--- src/sv/dasp_pkg.sv ---
`timescale 1ns / 1ps
`default_nettype none

package dasp_pkg;

	// request kinds carried in the low bits of tuser
	typedef enum logic [2:0] {
		MODE_TICK      = 3'd0,
		MODE_MOVE      = 3'd1,
		MODE_STOP_AXIS = 3'd2,
		MODE_STOP_ALL  = 3'd3,
		MODE_HOLD      = 3'd4,
		MODE_INIT      = 3'd5
	} mode_t;

	// configuration register indexes
	typedef enum logic [1:0] {
		CFG_STEP_FREQ = 2'd0,
		CFG_X_RUN     = 2'd1,
		CFG_Y_RUN     = 2'd2,
		CFG_HOLD_PCT  = 2'd3
	} cfg_idx_t;

	localparam int DIV_W    = 20;   // step divider width
	localparam int CUR_W    = 16;   // current compare width
	localparam int PCT_W    = 8;    // hold percent width
	localparam int FREQ_W   = 16;   // step rate register width
	localparam int CNT_W    = 32;   // toggle counter width
	localparam int REM_W    = 31;   // reported remaining count width

	// floor(p / 100) == (p * HOLD_RECIP) >> HOLD_SHIFT for any 24 bit p
	localparam int                PROD_W     = CUR_W + PCT_W;
	localparam int                RECIP_W    = 25;
	localparam logic [RECIP_W-1:0] HOLD_RECIP = 25'd21474837;
	localparam int                HOLD_SHIFT = 31;

	// fields ordered so that x_step_level lands in bit 0
	typedef struct packed {
		logic             y_idle;
		logic             x_idle;
		logic [CUR_W-1:0] y_current_ref;
		logic [CUR_W-1:0] x_current_ref;
		logic [REM_W-1:0] y_remaining;
		logic [REM_W-1:0] x_remaining;
		logic             timer_active;
		logic             y_direction;
		logic             x_direction;
		logic             y_step_level;
		logic             x_step_level;
	} res_t;

	localparam int RES_W   = $bits(res_t);
	localparam int M_TDATA_W = ((RES_W + 7) / 8) * 8;

endpackage

`default_nettype wire

--- src/sv/dual_axis_step_pulse_generator.sv ---
`timescale 1ns / 1ps
`default_nettype none

// channel   | dir | tdata                         | tuser
// ----------+-----+-------------------------------+----------------------
// s_axis    | in  | move_len[31:0]                | mode[2:0], axis[4:3]
// m_axis    | out | result word, see port comment | -
// cfg       | in  | write enable, index, data     | -
//
// one request word per cycle while tready is high; each gives one registered result word
// the reload divider runs one quotient bit per cycle; after reset and after every
// config write tready stays low until the divider has restarted and finished its pass
// a two-entry output stage (register plus skid) keeps the input open for one
// more word while a result waits on m_axis_tready
// arst_n clears all axis state and valid flags and restarts the divider; config registers take their defaults

module dual_axis_step_pulse_generator #(
	parameter int STEP_MIN_HZ  = 100,
	parameter int STEP_MAX_HZ  = 20000,
	parameter int BASE_TICK_HZ = 1000000
) (
	input  wire logic                           clk,
	input  wire logic                           arst_n,

	input  wire logic                           s_axis_tvalid,
	output logic                                s_axis_tready,
	input  wire logic [31:0]                    s_axis_tdata,  // move_len
	input  wire logic [4:0]                     s_axis_tuser,  // mode[2:0], axis[4:3]

	output logic                                m_axis_tvalid,
	input  wire logic                           m_axis_tready,
	// x_step_level, y_step_level, x_direction, y_direction, timer_active,
	// x_remaining[35:5], y_remaining[66:36], x_current_ref[82:67],
	// y_current_ref[98:83], x_idle[99], y_idle[100], zero pad
	output logic [dasp_pkg::M_TDATA_W-1:0]      m_axis_tdata,

	input  wire logic                           cfg_wr_en,
	input  wire logic [1:0]                     cfg_index,
	input  wire logic [dasp_pkg::FREQ_W-1:0]    cfg_wr_data
);

	localparam int DIV_W  = dasp_pkg::DIV_W;
	localparam int CUR_W  = dasp_pkg::CUR_W;
	localparam int PCT_W  = dasp_pkg::PCT_W;
	localparam int FREQ_W = dasp_pkg::FREQ_W;
	localparam int CNT_W  = dasp_pkg::CNT_W;
	localparam int PROD_W = dasp_pkg::PROD_W;
	localparam int QPROD_W = PROD_W + dasp_pkg::RECIP_W;

	// reload divider: BASE_TICK_HZ / (2 * rate), one bit per cycle
	localparam int NUM_W  = $clog2(BASE_TICK_HZ + 1);
	localparam int DEN_W  = FREQ_W + 1;
	localparam int STEP_W = $clog2(NUM_W + 1);
	localparam int QX_W   = (NUM_W > DIV_W) ? NUM_W : DIV_W;
	localparam logic [NUM_W-1:0] NUMER = NUM_W'(BASE_TICK_HZ);

	// ---------------- config registers ----------------
	logic [FREQ_W-1:0] step_freq_q;
	logic [CUR_W-1:0]  run_cur_q [2];
	logic [PCT_W-1:0]  hold_pct_q;

	always_ff @(posedge clk or negedge arst_n) begin
		if (!arst_n) begin
			step_freq_q  <= FREQ_W'(1000);
			run_cur_q[0] <= CUR_W'(20);
			run_cur_q[1] <= CUR_W'(20);
			hold_pct_q   <= PCT_W'(50);
		end else if (cfg_wr_en) begin
			case (dasp_pkg::cfg_idx_t'(cfg_index))
				dasp_pkg::CFG_STEP_FREQ: step_freq_q  <= cfg_wr_data;
				dasp_pkg::CFG_X_RUN:     run_cur_q[0] <= cfg_wr_data;
				dasp_pkg::CFG_Y_RUN:     run_cur_q[1] <= cfg_wr_data;
				dasp_pkg::CFG_HOLD_PCT:  hold_pct_q   <= cfg_wr_data[PCT_W-1:0];
				default: ;
			endcase
		end
	end

	// ---------------- hold current, two registered stages ----------------
	// settles well inside the divider pass that every config write starts
	logic [PROD_W-1:0] prod_s1 [2];
	logic [CUR_W-1:0]  hold_s2 [2];
	logic [QPROD_W-1:0] hold_quot [2];

	always_comb begin
		for (int k = 0; k < 2; k++) begin
			hold_quot[k] = QPROD_W'(prod_s1[k]) * QPROD_W'(dasp_pkg::HOLD_RECIP);
		end
	end

	always_ff @(posedge clk) begin
		for (int k = 0; k < 2; k++) begin
			prod_s1[k] <= PROD_W'(run_cur_q[k]) * PROD_W'(hold_pct_q);
			hold_s2[k] <= hold_quot[k][dasp_pkg::HOLD_SHIFT +: CUR_W];
		end
	end

	// ---------------- reload divider ----------------
	logic [FREQ_W-1:0] rate_clamped;
	logic              restart_q;
	logic              div_run_q;
	logic [STEP_W-1:0] div_step_q;
	logic [NUM_W-1:0]  num_q;
	logic [NUM_W-1:0]  quo_q;
	logic [DEN_W-1:0]  den_q;
	logic [DEN_W-1:0]  rem_q;
	logic [DEN_W:0]    rem_sh;
	logic              rem_ge;
	logic [NUM_W-1:0]  quo_next;
	logic [QX_W-1:0]   quo_ext;
	logic [DIV_W-1:0]  reload_next;
	logic [DIV_W-1:0]  reload_q;

	always_comb begin
		rate_clamped = step_freq_q;
		if (step_freq_q < FREQ_W'(STEP_MIN_HZ)) begin
			rate_clamped = FREQ_W'(STEP_MIN_HZ);
		end else if (step_freq_q > FREQ_W'(STEP_MAX_HZ)) begin
			rate_clamped = FREQ_W'(STEP_MAX_HZ);
		end
		if (rate_clamped == '0) begin
			rate_clamped = FREQ_W'(1);
		end

		rem_sh   = {rem_q, num_q[NUM_W-1]};
		rem_ge   = rem_sh >= (DEN_W+1)'(den_q);
		quo_next = {quo_q[NUM_W-2:0], rem_ge};
		quo_ext  = QX_W'(quo_next);
		// zero quotient saturates, wide quotient keeps its low bits
		reload_next = (quo_ext == '0) ? '0 : DIV_W'(quo_ext - QX_W'(1));
	end

	always_ff @(posedge clk or negedge arst_n) begin
		if (!arst_n) begin
			restart_q  <= 1'b1;
			div_run_q  <= 1'b0;
			div_step_q <= '0;
			reload_q   <= '0;
		end else if (cfg_wr_en) begin
			restart_q <= 1'b1;
			div_run_q <= 1'b0;
		end else if (restart_q) begin
			restart_q  <= 1'b0;
			div_run_q  <= 1'b1;
			div_step_q <= STEP_W'(NUM_W);
		end else if (div_run_q) begin
			div_step_q <= div_step_q - STEP_W'(1);
			if (div_step_q == STEP_W'(1)) begin
				div_run_q <= 1'b0;
				reload_q  <= reload_next;
			end
		end
	end

	always_ff @(posedge clk) begin
		if (restart_q) begin
			num_q <= NUMER;
			quo_q <= '0;
			rem_q <= '0;
			den_q <= {rate_clamped, 1'b0};
		end else if (div_run_q) begin
			num_q <= {num_q[NUM_W-2:0], 1'b0};
			quo_q <= quo_next;
			rem_q <= DEN_W'(rem_ge ? rem_sh - (DEN_W+1)'(den_q) : rem_sh);
		end
	end

	// ---------------- axis state ----------------
	logic [CNT_W-1:0] tog_q [2];
	logic [1:0]       run_q;
	logic [1:0]       dir_q;
	logic [1:0]       pin_q;
	logic [CUR_W-1:0] cmp_q [2];
	logic             tmr_q;
	logic [DIV_W-1:0] dcnt_q;

	logic [CNT_W-1:0] tog_d [2];
	logic [1:0]       run_d;
	logic [1:0]       dir_d;
	logic [1:0]       pin_d;
	logic [CUR_W-1:0] cmp_d [2];
	logic             tmr_d;
	logic [DIV_W-1:0] dcnt_d;

	dasp_pkg::mode_t  in_mode;
	logic [1:0]       in_axis;
	logic [31:0]      in_count;
	logic             count_neg;
	logic [CNT_W-1:0] count_mag;
	logic             in_accept;
	dasp_pkg::res_t   res_d;

	assign in_mode   = dasp_pkg::mode_t'(s_axis_tuser[2:0]);
	assign in_axis   = s_axis_tuser[4:3];
	assign in_count  = s_axis_tdata;
	assign count_neg = in_count[31];
	assign count_mag = count_neg ? (~in_count + 32'd1) : in_count;

	always_comb begin
		tog_d  = tog_q;
		run_d  = run_q;
		dir_d  = dir_q;
		pin_d  = pin_q;
		cmp_d  = cmp_q;
		tmr_d  = tmr_q;
		dcnt_d = dcnt_q;

		case (in_mode)
			dasp_pkg::MODE_TICK: begin
				if (tmr_q) begin
					if (dcnt_q >= reload_q) begin
						// update event
						dcnt_d = '0;
						for (int k = 0; k < 2; k++) begin
							if (run_q[k] && tog_q[k] != '0) begin
								pin_d[k] = ~pin_q[k];
								tog_d[k] = tog_q[k] - CNT_W'(1);
								if (tog_q[k] == CNT_W'(1)) begin
									run_d[k] = 1'b0;
								end
							end
						end
						if (run_d == 2'b00) begin
							tmr_d = 1'b0;
							pin_d = 2'b00;
						end
					end else begin
						dcnt_d = dcnt_q + DIV_W'(1);
					end
				end
			end
			dasp_pkg::MODE_MOVE: begin
				if (!in_axis[1] && in_count != '0) begin
					for (int k = 0; k < 2; k++) begin
						if (in_axis == 2'(k)) begin
							dir_d[k] = count_neg;
							tog_d[k] = count_mag;
							run_d[k] = 1'b1;
							cmp_d[k] = run_cur_q[k];
						end
					end
					dcnt_d = '0;
					tmr_d  = 1'b1;
				end
			end
			dasp_pkg::MODE_STOP_AXIS, dasp_pkg::MODE_STOP_ALL: begin
				for (int k = 0; k < 2; k++) begin
					if (in_mode == dasp_pkg::MODE_STOP_ALL || in_axis == 2'(k)) begin
						tog_d[k] = '0;
						run_d[k] = 1'b0;
						pin_d[k] = 1'b0;
					end
				end
				// a stop for a nonexistent axis leaves the timer alone
				if (run_d == 2'b00 && (in_mode == dasp_pkg::MODE_STOP_ALL || !in_axis[1])) begin
					tmr_d = 1'b0;
				end
			end
			dasp_pkg::MODE_HOLD: begin
				for (int k = 0; k < 2; k++) begin
					if (in_axis == 2'(k)) begin
						cmp_d[k] = hold_s2[k];
					end
				end
			end
			dasp_pkg::MODE_INIT: begin
				// reload already tracks step_freq_q; the tick count restarts and both axes go idle at run current
				dcnt_d = '0;
				for (int k = 0; k < 2; k++) begin
					tog_d[k] = '0;
					cmp_d[k] = run_cur_q[k];
				end
				run_d = 2'b00;
				dir_d = 2'b00;
				pin_d = 2'b00;
			end
			default: ;
		endcase

		res_d.x_step_level  = pin_d[0];
		res_d.y_step_level  = pin_d[1];
		res_d.x_direction   = dir_d[0];
		res_d.y_direction   = dir_d[1];
		res_d.timer_active  = tmr_d;
		res_d.x_remaining   = tog_d[0][CNT_W-1:1];
		res_d.y_remaining   = tog_d[1][CNT_W-1:1];
		res_d.x_current_ref = cmp_d[0];
		res_d.y_current_ref = cmp_d[1];
		res_d.x_idle        = (tog_d[0] == '0) && !run_d[0];
		res_d.y_idle        = (tog_d[1] == '0) && !run_d[1];
	end

	always_ff @(posedge clk or negedge arst_n) begin
		if (!arst_n) begin
			tog_q[0] <= '0;
			tog_q[1] <= '0;
			run_q    <= 2'b00;
			dir_q    <= 2'b00;
			pin_q    <= 2'b00;
			cmp_q[0] <= '0;
			cmp_q[1] <= '0;
			tmr_q    <= 1'b0;
			dcnt_q   <= '0;
		end else begin
			if (cfg_wr_en && dasp_pkg::cfg_idx_t'(cfg_index) == dasp_pkg::CFG_STEP_FREQ) begin
				dcnt_q <= '0;
			end else if (in_accept) begin
				dcnt_q <= dcnt_d;
			end
			if (in_accept) begin
				tog_q <= tog_d;
				run_q <= run_d;
				dir_q <= dir_d;
				pin_q <= pin_d;
				cmp_q <= cmp_d;
				tmr_q <= tmr_d;
			end
		end
	end

	// ---------------- output register and skid ----------------
	logic           out_valid_q;
	logic           skid_valid_q;
	dasp_pkg::res_t out_q;
	dasp_pkg::res_t skid_q;
	logic           out_take;

	assign s_axis_tready = !restart_q && !div_run_q && !skid_valid_q;
	assign in_accept     = s_axis_tvalid && s_axis_tready;
	assign out_take      = out_valid_q && m_axis_tready;

	always_ff @(posedge clk or negedge arst_n) begin
		if (!arst_n) begin
			out_valid_q  <= 1'b0;
			skid_valid_q <= 1'b0;
		end else if (out_take) begin
			if (skid_valid_q) begin
				skid_valid_q <= 1'b0;
			end else begin
				out_valid_q <= in_accept;
			end
		end else if (in_accept) begin
			if (out_valid_q) begin
				skid_valid_q <= 1'b1;
			end else begin
				out_valid_q <= 1'b1;
			end
		end
	end

	always_ff @(posedge clk) begin
		if (out_take && skid_valid_q) begin
			out_q <= skid_q;
		end else if (in_accept && (out_take || !out_valid_q)) begin
			out_q <= res_d;
		end else if (in_accept) begin
			skid_q <= res_d;
		end
	end

	assign m_axis_tvalid = out_valid_q;
	assign m_axis_tdata  = dasp_pkg::M_TDATA_W'(out_q);

endmodule

`default_nettype wire
--- config.mk ---
export PLATFORM = sky130hd
export DESIGN_NAME = dual_axis_step_pulse_generator
export DESIGN_NICKNAME = d
export VERILOG_FILES = /design/src/sv/dasp_pkg.sv /design/src/sv/dual_axis_step_pulse_generator.sv
export SDC_FILE = /design/constraint.sdc
export NUM_CORES = 2
export LEC_CHECK = 0
export ABC_CLOCK_PERIOD_IN_PS = 24500
export BUFFER_PORTS_ARGS = -buffer_cell sky130_fd_sc_hd__buf_2
export CAP_MARGIN = 30
export CORE_MARGIN = 1.5
export CORE_UTILIZATION = 45
export CTS_BUF_LIST = sky130_fd_sc_hd__clkbuf_4
export DETAILED_ROUTE_END_ITERATION = 8
export PLACE_DENSITY_LB_ADDON = 0.05
export SLEW_MARGIN = 30
export SYNTH_ARGS = -nofsm -noshare
export SYNTH_HDL_FRONTEND = slang
export SYNTH_SLANG_ARGS = --single-unit
export TNS_END_PERCENT = 100
--- constraint.sdc ---
create_clock -name clk -period 24.5 [get_ports clk]
set_clock_uncertainty 0.1 [all_clocks]
set_input_delay 1.225 -clock clk [delete_from_list [all_inputs] [get_ports clk]]
set_output_delay 1.225 -clock clk [all_outputs]
set_load 0.05 [all_outputs]
Word-level counts from Yosys, hierarchy flattened
Memories as Yosys holds them, arrays and structs flattened.
Cells that the tools add are included.
{"block": "totals", "wordCells": 217, "output_inout_bits": 106, "rom_bits": 0, "inputBits": 60, "latchBits": 0, "register_bits": 476, "ram_bits": 80, "memories": 2}
{"block": "op_classes", "eq_ne": 15, "n_mux": 80, "n_bitwise": 7, "n_shift": 0, "add_sub_neg": 7, "mul": 4, "n_lt_le_gt_ge": 4, "div": 0, "n_reduce_logical": 53}
{"name": "prod_s1", "depth": 2, "word_bits": 24, "read_ports": 2, "rd_ports_with_merged_regs": 0, "wr": 2, "line_no": "dual_axis_step_pulse_generator.sv:81", "source": "logic [PROD_W-1:0] prod_s1 [2];"}
{"name": "hold_s2", "depth": 2, "word_bits": 16, "read_ports": 2, "rd_ports_with_merged_regs": 0, "wr": 2, "line_no": "dual_axis_step_pulse_generator.sv:82", "source": "logic [CUR_W-1:0] hold_s2 [2];"}
{"op": "32-bit two-way mux", "n": 8}
{"op": "64-bit case mux with 4 select lines", "n": 1}
{"op": "101-bit two-way mux", "n": 2}
{"op": "64-bit two-way mux", "n": 3}
{"op": "20-bit two-way mux", "n": 6}
{"op": "16-bit two-way mux", "n": 6}
{"op": "32-bit case mux with 3 select lines", "n": 1}
{"op": "32-bit nonzero test", "n": 3}
{"op": "24-bit by 25-bit multiplier with 47-bit output, second input constant", "n": 2}
{"op": "32-bit by 1-bit == test with 1-bit output, second input constant", "n": 2}
{"op": "32-bit logical NOT", "n": 2}
{"op": "32-bit by 1-bit subtractor with 32-bit output, second input constant", "n": 2}
{"op": "20-bit case mux with 3 select lines", "n": 1}
{"op": "16-bit by 8-bit multiplier with 24-bit output", "n": 2}
{"op": "1-bit two-way mux", "n": 38}
{"op": "32-bit by 1-bit adder with 32-bit output, second input constant", "n": 1}
{"op": "32-bit NOT", "n": 1}
{"op": "20-bit by 1-bit adder with 20-bit output, second input constant", "n": 1}
{"op": "20-bit >= comparator", "n": 1}
{"op": "20-bit logical NOT", "n": 1}
{"op": "20-bit by 1-bit subtractor with 20-bit output, second input constant", "n": 1}
{"op": "18-bit by 17-bit >= comparator with 1-bit output", "n": 1}
{"op": "17-bit two-way mux", "n": 1}
{"op": "17-bit subtractor", "n": 1}
{"op": "30 further kinds", "n": 82}

Longest topological paths before layout
{"block": "logic_depth", "word_depth": 13, "ltp_mapped": 27, "mapped_depth_nobuf": 27}

Worst setup path after synthesis
OpenSTA, ideal clock, no wires.
{"block": "synth_path", "path_type": "register to register", "start": "register restart_q", "end": "register out_q (netlist bit m_axis_tdata[0]), enable pin", "setup_time_ns": 0.700, "arrival_ns": 9.356, "stages_incl_launch_ff": 6, "t_required_ns": 23.700, "slack_ns": 14.344, "synth_period_minus_slack_ns": 10.156, "n_path_buf": 2, "cell_sequence": "dfstp_2 > nor3_1 > nand2_1 > clkbuf_1 > clkbuf_1 > o21ai_0"}
{"block": "synth_via", "elab_chain_cells": 6}
{"element": "start, declared", "line_no": "dual_axis_step_pulse_generator.sv:100", "source": "logic restart_q;"}
{"element": "start signal, assigned", "line_no": "dual_axis_step_pulse_generator.sv:135", "source": "restart_q <= 1'b1;"}
{"element": "start signal, assigned", "line_no": "dual_axis_step_pulse_generator.sv:140", "source": "restart_q <= 1'b1;"}
{"element": "start signal, assigned", "line_no": "dual_axis_step_pulse_generator.sv:143", "source": "restart_q <= 1'b0;"}
{"element": "1-bit logical NOT", "line_no": "dual_axis_step_pulse_generator.sv:328", "source": "assign s_axis_tready = !restart_q && !div_run_q && !skid_valid_q;"}
{"element": "1-bit logical AND (2 in series)", "line_no": "dual_axis_step_pulse_generator.sv:328"}
{"element": "net s_axis_tready", "line_no": "dual_axis_step_pulse_generator.sv:26", "source": "output logic s_axis_tready,"}
{"element": "1-bit logical AND", "line_no": "dual_axis_step_pulse_generator.sv:329", "source": "assign in_accept = s_axis_tvalid && s_axis_tready;"}
{"element": "1-bit logical AND", "line_no": "dual_axis_step_pulse_generator.sv:354", "source": "end else if (in_accept && (out_take || !out_valid_q)) begin"}
{"element": "2-bit nonzero test (no source line)"}
{"element": "end signal, assigned", "line_no": "dual_axis_step_pulse_generator.sv:353", "source": "out_q <= skid_q;"}
{"element": "end signal, assigned", "line_no": "dual_axis_step_pulse_generator.sv:355", "source": "out_q <= res_d;"}
{"element": "end, declared", "line_no": "dual_axis_step_pulse_generator.sv:324", "source": "dasp_pkg::res_t out_q;"}
The timed path passes the listed nets, and every way through them passes these cells.
A chain may end at the register's enable or synchronous reset.

==> reports/qor.tcl <==
set qor(outcome) {complete, no violations}
set qor(cp.arrival_ps) 8480
set qor(num-nets-final) 6819
set qor(grt_pass1_vias) 39229
set qor(port_buffers) 162
set qor(die_area_sq_mm) 0.118
set qor(floorplan.die.width_microns) 344
set qor(startpoint_class_of_the_critical_path) {flip-flop}
set qor(slew_violations) 0
set qor(maxSlewHeadroom_pct) 27.6
set qor(final-hold-violation-count) 0
set qor(synth_warnings) 0
set qor(critical_r2r_capture) {hold_s2[0][15]$_DFF_P_}
set qor(cts_buffers) 159
set qor(finalWorstPathRequiredPeriod_ps) 7650
set qor(cp.required_ps) 25340
set qor(drtAntennaViolNets) 0
set qor(cts_setup_buffers) 0
set qor(postPlaceCellArea_sq_mm) 0.0545
set qor(worstSetupEndpointType) {flip-flop}
set qor(tritoncts) {yes}
set qor(clock_insertion_delay_worst_skew_ps) 1050
set qor(synth.avg_cell_area_sq_um) 9.64
set qor(place_hpwl_microns) 116000
set qor(layout-drive-gt1-share_pct) 10.7
set qor(timing_worst_setup_path_type) {reg -> reg}
set qor(rsz0062_at_grt) {no}
set qor(summed_area_of_non_filler_cells_in_the_final_layout_sq_mm) 0.0567
set qor(synthArstFlopShare_pct) 37.4
set qor(layout.cells.most_common_list) {sky130_fd_sc_hd__inv_1 (919), sky130_fd_sc_hd__ha_1 (620), sky130_fd_sc_hd__nand2_1 (616)}
set qor(postCtsHoldBufs) 0
set qor(syn-cell-area_sq_mm) 0.0522
set qor(yosysUniqueCellTypes) 92
set qor(synth_cells) 5413
set qor(number_of_top_level_design_ports) 166
set qor(setup_viol) 0
set qor(antenna_found_initial) 9
set qor(cap_viol_max_count) 0
set qor(routed_wl_microns) 148000
set qor(clockBufferDepth) 3
set qor(highest_attainable_clock_frequency_ghz) 0.131
set qor(tightest_slew_ps) 1080
set qor(reg2reg_from) {prod_s1[0][4]$_DFF_P_}
set qor(period_share_pct) 31.2
set qor(num_vias) 38326
set qor(hold_class) {in -> async}
set qor(place.gp.congestion) 0.921
set qor(drt_pre_antenna_iters) 6
set qor(global_route.overflow_total) 0
set qor(clk_transition_reported_paths_ps) 70
set qor(post-route-drc-count) 0
set qor(largest_net_degree_at_the_start_of_global_routing) 98
set qor(clock_tree.root_cell) {sky130_fd_sc_hd__clkbuf_4}
set qor(synth-edff-count) 218
set qor(register_to_register_setup_slack_ps) 16850
set qor(number_of_violations_reported_at_the_end_of_detailed_routing_iteration_0) 2637
set qor(area_delta_synth_final_pct) 8.60
set qor(cts_resized) 0
set qor(synth-seq-area-share_pct) 27.5
set qor(post_drt_via_cell_ratio) 5.31
set qor(wire_per_inst_microns) 20.5
set qor(ys_ff_latch) 556
set qor(worst-r2r-cell-count) 22
set qor(tns_ps) 0
set qor(grt_first_pass_wirelength_microns) 232000
set qor(initial_core_util_pct) 45.5
set qor(layout.cells.most_common) {sky130_fd_sc_hd__inv_1}
set qor(design.core.area_sq_mm) 0.115
set qor(cp_max_fo) 10
set qor(most_used_flip_flop_cell_after_synthesis) {sky130_fd_sc_hd__edfxtp_1}
set qor(floorplan.rows) 124
set qor(cts_max_level) 4
set qor(timing.critical_path.from) {prod_s1[0][4]$_DFF_P_}
set qor(grtUsageTotal_pct) 25.8
set qor(dieHeight_microns) 344
set qor(clock-sinks) 556
-- worst max-delay path, cell delays in order, from the launching register on --
cell and delay, ps:
sky130_fd_sc_hd__dfxtp_1 640, sky130_fd_sc_hd__fa_1 560, sky130_fd_sc_hd__fa_1 540, sky130_fd_sc_hd__inv_1 70, sky130_fd_sc_hd__fa_1 530, sky130_fd_sc_hd__inv_1 50
sky130_fd_sc_hd__fa_1 480, sky130_fd_sc_hd__fa_1 450, sky130_fd_sc_hd__fa_1 520, sky130_fd_sc_hd__inv_1 50, sky130_fd_sc_hd__fa_1 470, sky130_fd_sc_hd__inv_1 40
sky130_fd_sc_hd__ha_1 300, sky130_fd_sc_hd__and4_1 210, sky130_fd_sc_hd__and3_1 190, sky130_fd_sc_hd__a32oi_1 190, sky130_fd_sc_hd__a21boi_0 280, sky130_fd_sc_hd__o311ai_1 690
sky130_fd_sc_hd__a21oi_1 150, sky130_fd_sc_hd__nor3_1 330, sky130_fd_sc_hd__o21ai_0 270, sky130_fd_sc_hd__o31ai_1 330, sky130_fd_sc_hd__xnor2_1 140
-- layout make-up --
type                            count  area [sq um]
Antenna cell                        5          12.5
Clock buffer                      235          1760
Clock inverter                     63           394
Fill cell                       11000         58000
Inverter                          923          3460
Multi-Input combinational cell   3721         33600
Sequential cell                   556         14400
Tap cell                         1512          1890
Timing Repair Buffer              209          1180
-- synth_stat cells, types with 11 or more instances --
cell	n	area, sq um
sky130_fd_sc_hd__dfrtp_1	194	4850
sky130_fd_sc_hd__a211oi_1	59	443
sky130_fd_sc_hd__nor4_1	45	282
sky130_fd_sc_hd__buf_1	31	116
sky130_fd_sc_hd__or4_1	14	105
sky130_fd_sc_hd__dfxtp_1	130	2600
sky130_fd_sc_hd__and3_1	37	231
sky130_fd_sc_hd__o21ai_0	256	1280
sky130_fd_sc_hd__a21boi_0	13	97.6
sky130_fd_sc_hd__ha_1	620	7760
sky130_fd_sc_hd__a31oi_1	56	350
sky130_fd_sc_hd__mux2_2	59	664
sky130_fd_sc_hd__a21oi_1	188	941
sky130_fd_sc_hd__dfstp_2	14	368
sky130_fd_sc_hd__o211ai_1	11	82.6
sky130_fd_sc_hd__edfxtp_1	218	6550
sky130_fd_sc_hd__or2_2	25	156
sky130_fd_sc_hd__xnor2_1	71	622
sky130_fd_sc_hd__nand4_1	38	238
sky130_fd_sc_hd__a221oi_1	17	149
sky130_fd_sc_hd__a311oi_1	18	158
sky130_fd_sc_hd__nand2_1	617	2320
sky130_fd_sc_hd__and2_1	143	895
sky130_fd_sc_hd__nor3_1	79	395
sky130_fd_sc_hd__xor2_1	62	543
sky130_fd_sc_hd__nand2b_1	25	156
sky130_fd_sc_hd__or3_1	39	244
sky130_fd_sc_hd__o31ai_1	21	158
sky130_fd_sc_hd__inv_1	919	3450
sky130_fd_sc_hd__nand3_1	55	275
sky130_fd_sc_hd__fa_1	569	11400
sky130_fd_sc_hd__nor2b_1	31	194
sky130_fd_sc_hd__o41ai_1	14	123
sky130_fd_sc_hd__clkbuf_1	174	653
sky130_fd_sc_hd__nor2_1	288	1080
sky130_fd_sc_hd__a21o_1	41	308
sky130_fd_sc_hd__mux2i_1	30	300
-- state kept, by name (all words and copies together), names as in the netlist, 5 cells and up --
name          count
rem_q            17
tog_q            64
dcnt_q           20
hold_s2          32
div_step_q        5
cmp_q            32
skid_q          101
run_cur_q        32
hold_pct_q        8
m_axis_tdata    101
step_freq_q      16
reload_q         20
quo_q            19
num_q            14
prod_s1          48
den_q            16
-- worst max path at each step --
| stage | to | slack, ps | cells after the start |
|---|---|---|---|
| after global placement | hold_s2[0][15]$_DFF_P_ | 16640 | 22 |
| after detailed placement | hold_s2[0][15]$_DFF_P_ | 16470 | 22 |
| after CTS | hold_s2[0][15]$_DFF_P_ | 16530 | 22 |
| after global routing | hold_s2[0][15]$_DFF_P_ | 16330 | 22 |
| after floorplan | m_axis_tdata[0]$_DFFE_PP_ | 14340 | 5 |
| final | hold_s2[0][15]$_DFF_P_ | 16850 | 22 |
-- metrics by stage --
| step | cells | util, % | hold slack (ps) | worst slack, ps |
|---|---|---|---|---|
| 3_3_place_gp | 6919 | 47.5 | 338 | 16640 |
| 4_1_cts | 7219 | 49.4 | 17.3 | 16530 |
| 3_5_place_dp | 6921 | 47.5 | 349 | 16470 |
| 5_1_grt | 7221 | 49.4 | 96.9 | 16330 |
| 2_1_floorplan | 5416 | - | 327 | 14340 |
| 6_report | 7224 | 49.4 | 128 | 16850 |
-- cell families (layout without fill, tap and decap cells) --
logic type               count (synthesis)  count (layout)  share of synthesized area (%)
AO/OA/AOI/OAI                          812             812                           9.83
XOR/XNOR                               133             133                           2.23
adder cells (fa/ha/maj)               1189            1189                           36.7
buffers and inverters                 1139            1430                           8.27
flip-flops                             556             556                           27.5
multiplexers                            90              90                           1.87
other                                    1               9                        0.00718
AND/OR/NAND/NOR                       1493            1493                           13.6
-- metal layers --
layer  track usage, %  vias to the layer above  share of wire, %
li1                 -                    18359                 -
met1             36.1                    18872                46
met2             41.4                      905                47
met3             3.90                      190               4.9
met4             7.44                        0               2.5
met5                0                        -                 0
Power is left out: the tool's default activity adds up to more than one toggle a clock period on the data nets, which glitch-free logic cannot reach.
